## src/rtl/core/tacs_pkg.sv

```systemverilog
`timescale 1ns / 1ps

package tacs_pkg;

  // item kinds
  localparam logic [1:0] KIND_WRITE = 2'd0;
  localparam logic [1:0] KIND_READ  = 2'd1;
  localparam logic [1:0] KIND_SETPC = 2'd2;
  localparam logic [1:0] KIND_EXEC  = 2'd3;

  // opcodes
  localparam logic [7:0] OP_NOP   = 8'h00;
  localparam logic [7:0] OP_HLT   = 8'hFF;
  localparam logic [7:0] OP_LDI_A = 8'h10;
  localparam logic [7:0] OP_LDI_B = 8'h11;
  localparam logic [7:0] OP_LDA   = 8'h12;
  localparam logic [7:0] OP_STA   = 8'h13;
  localparam logic [7:0] OP_ADD   = 8'h20;
  localparam logic [7:0] OP_SUB   = 8'h21;
  localparam logic [7:0] OP_AND   = 8'h22;
  localparam logic [7:0] OP_OR    = 8'h23;
  localparam logic [7:0] OP_JMP   = 8'h40;
  localparam logic [7:0] OP_JZ    = 8'h41;
  localparam logic [7:0] OP_JNZ   = 8'h42;
  localparam logic [7:0] OP_OUTA  = 8'h50;

  // input beat
  typedef struct packed {
    logic [1:0] kind;
    logic [7:0] address;
    logic [7:0] write_data;
  } in_item_t;

  // result beat
  typedef struct packed {
    logic [7:0] read_data;
    logic [7:0] acc_value;
    logic [7:0] b_value;
    logic [7:0] pc_value;
    logic       zero_flag;
    logic       halted_flag;
    logic       out_valid;
    logic       illegal_opcode;
    logic [7:0] last_opcode;
  } result_t;

  // memory address source
  typedef enum logic [1:0] {
    ADDR_HOST,
    ADDR_PC,
    ADDR_OPND
  } addr_sel_t;

  // memory write data source
  typedef enum logic {
    WDATA_HOST,
    WDATA_ACC
  } wdata_sel_t;

  // controller to datapath
  typedef struct packed {
    logic       latch_item;
    logic       mem_rd;
    logic       mem_wr;
    addr_sel_t  addr_sel;
    wdata_sel_t wdata_sel;
    logic       pc_inc;
    logic       pc_load;
    logic       op_capture;
    logic       opnd_capture;
    logic       exec;
    logic       finish;
  } ctrl_cmd_t;

  // datapath to controller
  typedef struct packed {
    logic halted;
    logic two_byte;
    logic op_lda;
    logic op_sta;
  } dp_status_t;

  // instructions that carry an operand byte
  function automatic logic op_two_byte(input logic [7:0] op);
    logic r;
    case (op) inside
      OP_LDI_A, OP_LDI_B, OP_LDA, OP_STA, OP_JMP, OP_JZ, OP_JNZ: r = 1'b1;
      default: r = 1'b0;
    endcase
    return r;
  endfunction

endpackage

```

## src/rtl/core/tacs_ctrl.sv

```systemverilog
`timescale 1ns / 1ps

module tacs_ctrl import tacs_pkg::*; (
  input  logic       clk,
  input  logic       rst_n,
  input  logic       start,
  input  logic [1:0] in_kind,
  input  dp_status_t status,
  output ctrl_cmd_t  cmd,
  output logic       busy,
  output logic       out_strobe
);

  typedef enum logic [3:0] {
    S_IDLE,
    S_HOST_WR,
    S_HOST_RD,
    S_SET_PC,
    S_FETCH_OP,
    S_DECODE,
    S_FETCH_OPND,
    S_OPND,
    S_EXEC,
    S_FINISH
  } state_t;

  state_t state_r, state_nxt;
  logic   strobe_r;

  // next state and commands
  always_comb begin
    state_nxt = state_r;
    cmd = '0;
    cmd.addr_sel = ADDR_HOST;
    cmd.wdata_sel = WDATA_HOST;
    unique case (state_r)
      S_IDLE: begin
        if (start) begin
          cmd.latch_item = 1'b1;
          unique case (in_kind)
            KIND_WRITE: state_nxt = S_HOST_WR;
            KIND_READ:  state_nxt = S_HOST_RD;
            KIND_SETPC: state_nxt = S_SET_PC;
            KIND_EXEC:  state_nxt = status.halted ? S_FINISH : S_FETCH_OP;
            default:    state_nxt = S_FINISH;
          endcase
        end
      end
      S_HOST_WR: begin
        cmd.mem_wr = 1'b1;
        cmd.finish = 1'b1;
        state_nxt = S_IDLE;
      end
      S_HOST_RD: begin
        cmd.mem_rd = 1'b1;
        state_nxt = S_FINISH;
      end
      S_SET_PC: begin
        cmd.pc_load = 1'b1;
        cmd.finish = 1'b1;
        state_nxt = S_IDLE;
      end
      S_FETCH_OP: begin
        cmd.mem_rd = 1'b1;
        cmd.addr_sel = ADDR_PC;
        cmd.pc_inc = 1'b1;
        state_nxt = S_DECODE;
      end
      S_DECODE: begin
        cmd.op_capture = 1'b1;
        state_nxt = status.two_byte ? S_FETCH_OPND : S_EXEC;
      end
      S_FETCH_OPND: begin
        cmd.mem_rd = 1'b1;
        cmd.addr_sel = ADDR_PC;
        cmd.pc_inc = 1'b1;
        state_nxt = S_OPND;
      end
      S_OPND: begin
        // operand is on the read port; it also addresses LDA / STA
        cmd.opnd_capture = 1'b1;
        cmd.addr_sel = ADDR_OPND;
        cmd.wdata_sel = WDATA_ACC;
        cmd.mem_rd = status.op_lda;
        cmd.mem_wr = status.op_sta;
        state_nxt = S_EXEC;
      end
      S_EXEC: begin
        cmd.exec = 1'b1;
        cmd.finish = 1'b1;
        state_nxt = S_IDLE;
      end
      S_FINISH: begin
        cmd.finish = 1'b1;
        state_nxt = S_IDLE;
      end
      default: state_nxt = S_IDLE;
    endcase
  end

  // state and result strobe
  always_ff @(posedge clk) begin
    if (!rst_n) begin
      state_r  <= S_IDLE;
      strobe_r <= 1'b0;
    end else begin
      state_r  <= state_nxt;
      strobe_r <= cmd.finish;
    end
  end

  assign busy       = (state_r != S_IDLE);
  assign out_strobe = strobe_r;

endmodule

```

## src/rtl/core/tacs_dpath.sv

```systemverilog
`timescale 1ns / 1ps

module tacs_dpath import tacs_pkg::*; #(
  parameter int MEM_DEPTH = 256
) (
  input  logic       clk,
  input  logic       rst_n,
  input  in_item_t   in_item,
  input  ctrl_cmd_t  cmd,
  output dp_status_t status,
  output result_t    out_result
);

  localparam int AddrW = $clog2(MEM_DEPTH);

  in_item_t item_r;
  logic [7:0] acc_r, acc_nxt;
  logic [7:0] b_r, b_nxt;
  logic [7:0] pc_r, pc_nxt;
  logic       zero_r, zero_nxt;
  logic       halt_r, halt_nxt;
  logic [7:0] opcode_r;
  logic [7:0] operand_r;
  result_t    result_r, result_nxt;

  logic [7:0] mem [MEM_DEPTH];
  logic [MEM_DEPTH-1:0] mem_valid_r;
  logic [7:0] mem_data_r;
  logic       mem_vld_r;
  logic [7:0] rd_word;
  logic [7:0] mem_addr;
  logic [7:0] mem_wdata;
  logic       outv;
  logic       illegal;

  // never-written bytes read as zero
  assign rd_word = mem_vld_r ? mem_data_r : 8'h00;

  // memory port selection
  always_comb begin
    case (cmd.addr_sel)
      ADDR_PC:   mem_addr = pc_r;
      ADDR_OPND: mem_addr = rd_word;
      default:   mem_addr = item_r.address;
    endcase
    mem_wdata = (cmd.wdata_sel == WDATA_ACC) ? acc_r : item_r.write_data;
  end

  // single-port memory, registered read
  always_ff @(posedge clk) begin
    if (cmd.mem_wr) begin
      mem[mem_addr[AddrW-1:0]] <= mem_wdata;
    end
    if (cmd.mem_rd) begin
      mem_data_r <= mem[mem_addr[AddrW-1:0]];
      mem_vld_r  <= mem_valid_r[mem_addr[AddrW-1:0]];
    end
  end

  // written marks, cleared by reset
  always_ff @(posedge clk) begin
    if (!rst_n) begin
      mem_valid_r <= '0;
    end else if (cmd.mem_wr) begin
      mem_valid_r[mem_addr[AddrW-1:0]] <= 1'b1;
    end
  end

  // register updates and instruction execution
  always_comb begin
    acc_nxt  = acc_r;
    b_nxt    = b_r;
    pc_nxt   = pc_r;
    zero_nxt = zero_r;
    halt_nxt = halt_r;
    outv     = 1'b0;
    illegal  = 1'b0;
    if (cmd.pc_inc) begin
      pc_nxt = pc_r + 8'd1;
    end
    if (cmd.pc_load) begin
      pc_nxt = item_r.address;
    end
    if (cmd.exec) begin
      unique case (opcode_r)
        OP_NOP: ;
        OP_HLT: halt_nxt = 1'b1;
        OP_LDI_A: begin
          acc_nxt  = operand_r;
          zero_nxt = (operand_r == 8'h00);
        end
        OP_LDI_B: begin
          b_nxt    = operand_r;
          zero_nxt = (operand_r == 8'h00);
        end
        OP_LDA: begin
          acc_nxt  = rd_word;
          zero_nxt = (rd_word == 8'h00);
        end
        OP_STA: ;
        OP_ADD: begin
          acc_nxt  = acc_r + b_r;
          zero_nxt = ((acc_r + b_r) == 8'h00);
        end
        OP_SUB: begin
          acc_nxt  = acc_r - b_r;
          zero_nxt = ((acc_r - b_r) == 8'h00);
        end
        OP_AND: begin
          acc_nxt  = acc_r & b_r;
          zero_nxt = ((acc_r & b_r) == 8'h00);
        end
        OP_OR: begin
          acc_nxt  = acc_r | b_r;
          zero_nxt = ((acc_r | b_r) == 8'h00);
        end
        OP_JMP: pc_nxt = operand_r;
        OP_JZ: begin
          if (zero_r) pc_nxt = operand_r;
        end
        OP_JNZ: begin
          if (!zero_r) pc_nxt = operand_r;
        end
        OP_OUTA: outv = 1'b1;
        default: begin
          halt_nxt = 1'b1;
          illegal  = 1'b1;
        end
      endcase
    end
  end

  // result beat from the updated state
  always_comb begin
    result_nxt.read_data      = (item_r.kind == KIND_READ) ? rd_word : 8'h00;
    result_nxt.acc_value      = acc_nxt;
    result_nxt.b_value        = b_nxt;
    result_nxt.pc_value       = pc_nxt;
    result_nxt.zero_flag      = zero_nxt;
    result_nxt.halted_flag    = halt_nxt;
    result_nxt.out_valid      = outv;
    result_nxt.illegal_opcode = illegal;
    result_nxt.last_opcode    = cmd.exec ? opcode_r : 8'h00;
  end

  // architectural registers
  always_ff @(posedge clk) begin
    if (!rst_n) begin
      acc_r  <= 8'h00;
      b_r    <= 8'h00;
      pc_r   <= 8'h00;
      zero_r <= 1'b0;
      halt_r <= 1'b0;
    end else begin
      acc_r  <= acc_nxt;
      b_r    <= b_nxt;
      pc_r   <= pc_nxt;
      zero_r <= zero_nxt;
      halt_r <= halt_nxt;
    end
  end

  // item, instruction bytes and result hold
  always_ff @(posedge clk) begin
    if (cmd.latch_item)   item_r    <= in_item;
    if (cmd.op_capture)   opcode_r  <= rd_word;
    if (cmd.opnd_capture) operand_r <= rd_word;
    if (cmd.finish)       result_r  <= result_nxt;
  end

  assign status.halted   = halt_r;
  assign status.two_byte = op_two_byte(rd_word);
  assign status.op_lda   = (opcode_r == OP_LDA);
  assign status.op_sta   = (opcode_r == OP_STA);
  assign out_result      = result_r;

endmodule

```

## src/rtl/core/tiny_accumulator_cpu_step.sv

```systemverilog
`timescale 1ns / 1ps

// Tiny 8-bit accumulator CPU, one beat per host command. A beat is taken when
// start is high and busy is low; busy stays high until the result is ready.
// Exactly one result beat comes back per command, shown for a single cycle on
// out_result with out_strobe high; the receiver cannot stall it, so it must be
// captured in that cycle. A new command may be started in the strobe cycle.
// Controller states per command: memory write or set pc, its action state;
// memory read, read then finish; execute while halted, finish alone; an
// instruction, fetch, decode, for two-byte ones (LDI, LDA, STA, JMP, JZ,
// JNZ) operand fetch and operand, then exec. This follows from the single-port
// program memory with registered read. Memory reads as zero after reset.
module tiny_accumulator_cpu_step import tacs_pkg::*; #(
  parameter int MEM_DEPTH = 256
) (
  input  logic     clk,
  input  logic     rst_n,
  input  logic     start,
  output logic     busy,
  input  in_item_t in_item,
  output logic     out_strobe,
  output result_t  out_result
);

  ctrl_cmd_t  cmd;
  dp_status_t status;

  tacs_ctrl u_ctrl (
    .clk        (clk),
    .rst_n      (rst_n),
    .start      (start),
    .in_kind    (in_item.kind),
    .status     (status),
    .cmd        (cmd),
    .busy       (busy),
    .out_strobe (out_strobe)
  );

  tacs_dpath #(
    .MEM_DEPTH (MEM_DEPTH)
  ) u_dpath (
    .clk        (clk),
    .rst_n      (rst_n),
    .in_item    (in_item),
    .cmd        (cmd),
    .status     (status),
    .out_result (out_result)
  );

endmodule
```

## config.mk

```make
export PLATFORM = sky130hd
export DESIGN_NAME = tiny_accumulator_cpu_step
export DESIGN_NICKNAME = d
export VERILOG_FILES = /design/src/rtl/core/tacs_pkg.sv /design/src/rtl/core/tacs_ctrl.sv /design/src/rtl/core/tacs_dpath.sv /design/src/rtl/core/tiny_accumulator_cpu_step.sv
export SDC_FILE = /design/constraint.sdc
export NUM_CORES = 2
export LEC_CHECK = 0
export ABC_CLOCK_PERIOD_IN_PS = 5180
export CORE_MARGIN = 3
export CORE_UTILIZATION = 45
export CTS_CLUSTER_DIAMETER = 80
export DETAILED_ROUTE_END_ITERATION = 8
export DONT_BUFFER_PORTS = 1
export PLACE_DENSITY_LB_ADDON = 0.2
export RECOVER_POWER = 25
export SYNTH_ARGS = -nofsm -noshare
export SYNTH_HDL_FRONTEND = slang
export SYNTH_HIERARCHICAL = 1
export SYNTH_SLANG_ARGS = --single-unit
```

## constraint.sdc

```tcl
create_clock -name clk -period 5.18 [get_ports clk]
set_clock_uncertainty 0.05 [all_clocks]
set_input_delay 1.036 -clock clk [delete_from_list [all_inputs] [get_ports clk]]
set_output_delay 1.036 -clock clk [all_outputs]
set_load 0.02 [all_outputs]
```

[Word-level counts from Yosys, hierarchy flattened]
Memories as Yosys holds them, arrays and structs flattened. A register that Yosys moved wholly into a read port is not among the register bits.
Cells that the tools add are included.
Word-level totals
  register bits after elaboration: 366
  memories kept: 1
  bits in writable memories: 2048
  output and inout bits: 46
  input bits: 21
  logic and storage cells: 128
Cells by class
  $lt $le $gt $ge: 2
  mux-type cells: 42
  equal/unequal tests: 36
  add/subtract/negate cells: 3
  reduce and logical (&&, ||, !) cells: 18
  bitwise logic cells: 3
Memories
  u_dpath.mem: words 256, bits a word 8, rd ports 1, clocked after memory_dff 1, wr ports 1, RTL line tacs_dpath.sv:26  | logic [7:0] mem [MEM_DEPTH];
Operator list (number)
  256-bit bitwise OR: 1
  8-bit two-way mux: 10
  8-bit by 5-bit equality test with 1-bit output (second input constant): 8
  8-bit by 7-bit equality test with 1-bit output (second input constant): 7
  8-bit zero test: 7
  8-bit case mux with 6 select lines: 1
  8-bit by 6-bit equality test with 1-bit output (second input constant): 4
  4-bit case mux with 6 select lines: 1
  8-bit case mux with 3 select lines: 1
  1-bit two-way mux: 18
  4-bit by 3-bit equality test with 1-bit output (second input constant): 4
  4-bit case mux with 4 select lines: 1
  8-bit case mux with 2 select lines: 1
  14-bit OR reduction: 1
  13-bit OR reduction: 1
  4-bit two-way mux: 3
  8-bit by 9-bit < comparator with 1-bit output (second input constant): 1
  8-bit by 1-bit adder with 8-bit output (second input constant): 1
  8-bit adder: 1
  8-bit bitwise AND: 1
  1-bit binary-select mux with 8-bit select: 1
  1-bit demux with 8-bit select: 1
  4-bit by 2-bit equality test with 1-bit output (second input constant): 2
  4-bit equality test (second input constant): 2
  19 further kinds: 25

[Logic depth before layout (Yosys ltp)]
  depth after elaboration: 10
  gate-level depth with buffers: 18
  gate-level depth less buffers: 13

[Modules after synthesis]
Netlist, hierarchy kept.
Modules (own cells, without submodules)
  tacs_dpath: instances 1, sequential area each 69756.9 sq um, cells each 5770, area each 89599.7 sq um
  tacs_ctrl: instances 1, sequential area each 100.1 sq um, cells each 57, area each 439.2 sq um

[Worst setup path after synthesis]
No wires, ideal clock.
  path type: register to register
  from: reg u_ctrl.state_r[2]
  to: mem u_dpath.mem[108][0], enable pin
  data required time: 4.756 ns
  stages on the path, launching flop included: 16
  data arrival time: 3.551 ns
  slack: 1.206 ns
  cells stage by stage: dfxtp_1 > buf_2 > inv_1 > nor3_1 > buf_4 > inv_1 > ha_1 > a21o_1 > nor4_1 > o211a_1 > buf_2 > buf_2 > buf_2 > nand3_1 > clkbuf_1 > nor2_1
RTL lines
  start, declared: RTL line tacs_ctrl.sv:27  | state_t state_r, state_nxt;
  start signal, assigned: RTL line tacs_ctrl.sv:107  | state_r <= state_nxt;
  end, declared: RTL line tacs_dpath.sv:26

==> impl_metrics.csv <==
group,metric,value,unit
outcome,outcome,"finished, violations left",
outcome,violations,"DRC, capacitance limit, slew limit",
clock_tree,clkLatencyLatePin,880,ps
synth,ys_types,67,
sta,rsz0062_at_grt,"false",
placement,gp_congestion,0.848,
sta,tightest_slew,2980,ps
clock_tree,hold_buffers,0,
power_and_ir_drop,power_leakage,32.2,nW
synth,yosysTopAreaCell,"edfxtp_1",
setup_path,slowest_stage,"nor4_1",
layout,fin_area,0.103,mm2
synth,avgSynthCellArea,15.5,um2
synth,synthArstFlopShare,0,%
synth,synth_most_common_cell,"edfxtp_1",
placement,placed_area,0.0954,mm2
setup_path,critPathBufInv,2,
global_route,grt_pass1_vias,53100,
setup_path,crit_type,"register to register",
power_and_ir_drop,ir_drop,0.386,mV
setup_path,crit_path_end_kind,"register",
clock_tree,cts_buffers,232,
setup_path,max_stage_delay,690,ps
run,cap_violations,11,
sta,tns,0,ps
synth,synth-edff-count,2135,
power_and_ir_drop,power,0.0440,W
synth,netlist_area,0.0900,mm2
global_route,grt_antenna_before_repair,7,
sta,hold_slack,225,ps
setup_path,cp.arrival,5540,ps
setup_path,cpMostUsedCell,"buf_12",
clock_tree,cts.sinks,2422,
clock_tree,root_buffer,"clkbuf_16",
layout,area_growth,14.5,%
synth,synth_warnings,6,
placement,place_ws,-256,ps
sta,period_share,96.7,%
clock_tree,h-tree-depth,4,
sta,timing.max_slew.rel_slack,-98.7,%
synth,synth_ff_type,"edfxtp_1",
placement,port_buffers,0,
route,finalWirelength,257000,um
layout,drive_above_1_share,12.7,%
floorplanning,ios,67,
synth,ys_ff_latch,2422,
floorplanning,die_x,453,um
floorplanning,coreArea,0.198,mm2
global_route,grt_pass1_wl,373000,um
worst_hold_path,hp-start,"in_item[16]",
clock_tree,cts_tree,"yes",
sta,setup_violations,0,
setup_path,required,5710,ps
clock_tree,clockBufferDepth,3,
global_route,grt_max_degree,285,
synth,synthTopCellsByArea,"edfxtp_1 (71%), a222oi_1 (6.4%), dfxtp_1 (6.4%)",
global_route,grt_use_total,24.4,%
setup_path,crit_family,"compound AO/OA/AOI/OAI gates",
sta,fmax,0.200,GHz
setup_path,start_kind,"register",
synth,synthCells,5827,
floorplanning,rows,163,
synth,seq_area_frac_synth,77.6,%
floorplanning,die_height,453,um
sta,hold_violations,0,
setup_path,crit_chain,"nor2b_1 -> and3_1 -> ha_1 -> a21o_1 -> o21ai_1 -> nor2_4 -> buf_12 -> buf_12 -> a222oi_1 -> a21oi_1 -> nor4_1 -> o211ai_1 -> o22ai_1 -> nor3_1",
synth,synth_top_area_share,71.2,%
floorplanning,initial_core_util,45.5,%
power_and_ir_drop,power_density,427,mW/mm2
sta,setup_slack,171,ps
route,drt-wirelength-per-cell,28.9,um
route,vias,55500,
layout,nFillCells,16100,
sta,period_needed,5010,ps
route,antenna_left,0,
sta,slew_viol_final,1008,
setup_path,r2r_start,"u_ctrl/state_r[0]",
global_route,grt_overflow,0,
synth,synth_nets,5881,
synth,synth_common_cells,"edfxtp_1 (2135), nand2_1 (648), a21oi_1 (607)",
setup_path,crit_fanout,56,
floorplanning,die_area,0.205,mm2
layout,nNetsFinal,6068,
route,route.detailed.drc,7,
route,firstDrtPassIters,9,
route,via_per_inst,6.26,
clock_tree,clk_pin_slew_worst_paths,60,ps
placement,hpwl,156000,um
setup_path,critPathLaunch,"u_ctrl/state_r[0]",
route,first_iter_violations,9019,
worst_hold_path,holdCritPathClass,"input port to register",
[cells by family after synthesis]
kind of cell	count (synthesis)	synth area share (%)
and+or+nand+nor	1226	5.85
muxes	9	0.113
DFF	2422	77.6
AOI/OAI and AO/OA	1657	13.6
buffers and inverters	462	2.19
xor gates and xnor gates	18	0.175
adders and majority gates	33	0.475
[through the flow]
| step | utilization [%] | instances |
|---|---|---|
| 6_report | 52.1 | 8868 |
| 5_1_grt | 52.1 | 8864 |
| 4_1_cts | 52.1 | 8864 |
| 3_5_place_dp | 48.2 | 8420 |
| 3_3_place_gp | 48.2 | 8420 |
| 2_1_floorplan | - | 5827 |
[registers in the layout, indices dropped and copies added, names as in the netlist, 4 cells and up]
signal	cells
u_dpath/out_result	44
u_dpath/b_r	8
u_dpath/mem_valid_r	256
u_dpath/item_r	18
u_ctrl/state_r	4
u_dpath/operand_r	8
u_dpath/mem	2048
u_dpath/acc_r	8
u_dpath/opcode_r	8
u_dpath/mem_data_r	8
u_dpath/pc_r	8
[power breakdown]
group	internal (W)	total, W	switching (W)
registers	0.0217	0.0218	0.000107
clock network	0.00969	0.0171	0.00739
logic	0.00144	0.00518	0.00373
[area by class of cell]
cell class | instances | area (um2) | share of cell area, %
flip-flops and latches | 2422 | 69900 | 67.7
multi-input cells | 2943 | 18500 | 18.0
clock buffers | 326 | 6410 | 6.21
repair buffers | 377 | 3490 | 3.38
well taps | 2640 | 3300 | 3.20
clock inverters | 118 | 1380 | 1.34
inverters | 38 | 143 | 0.138
diodes | 4 | 10.0 | 0.00971
[metal layers]
layer | GRT usage, % | part of all wire, %
met2 | 37.8 | 46
met4 | 7.19 | 2.9
met3 | 4.30 | 9.2
met5 | 0 | 0.016
met1 | 35.5 | 41
[placed cells by master (no fill, tap or decap), drive strengths merged, types with 8 or more instances in the layout]
master and count:
a21oi 607, a222oi 577, a22oi 8, and2 38, buf 369, bufinv 20, clkbuf 334, clkinv 85
dfxtp 287, edfxtp 2135, ha 31, inv 44, mux2 9, nand2 650, nand2b 15, nand3 25
nor2 278, nor3 69, nor4 118, o211ai 10, o21a 263, o21ai 62, o21bai 8, o221ai 9
o22ai 38, o41ai 36, xnor2 11
[path summary, 6_finish.rpt]
check             slack (ps)                 endpoint  depth (start not counted)
setup / recovery         170    u_dpath/mem_data_r[5]                         14
hold reg to reg          410  u_dpath/mem_valid_r[40]                          1
hold / removal           230       u_dpath/item_r[16]                          0
setup reg to reg         170    u_dpath/mem_data_r[5]                         14
[repair_timing]
item / 4_1_cts / 5_1_grt
setup endpoints to repair: 5 / 14
gates resized for setup: 7 / 31
setup buffers: 0 / 0
No activity file was read; power rests on OpenSTA's default activity.
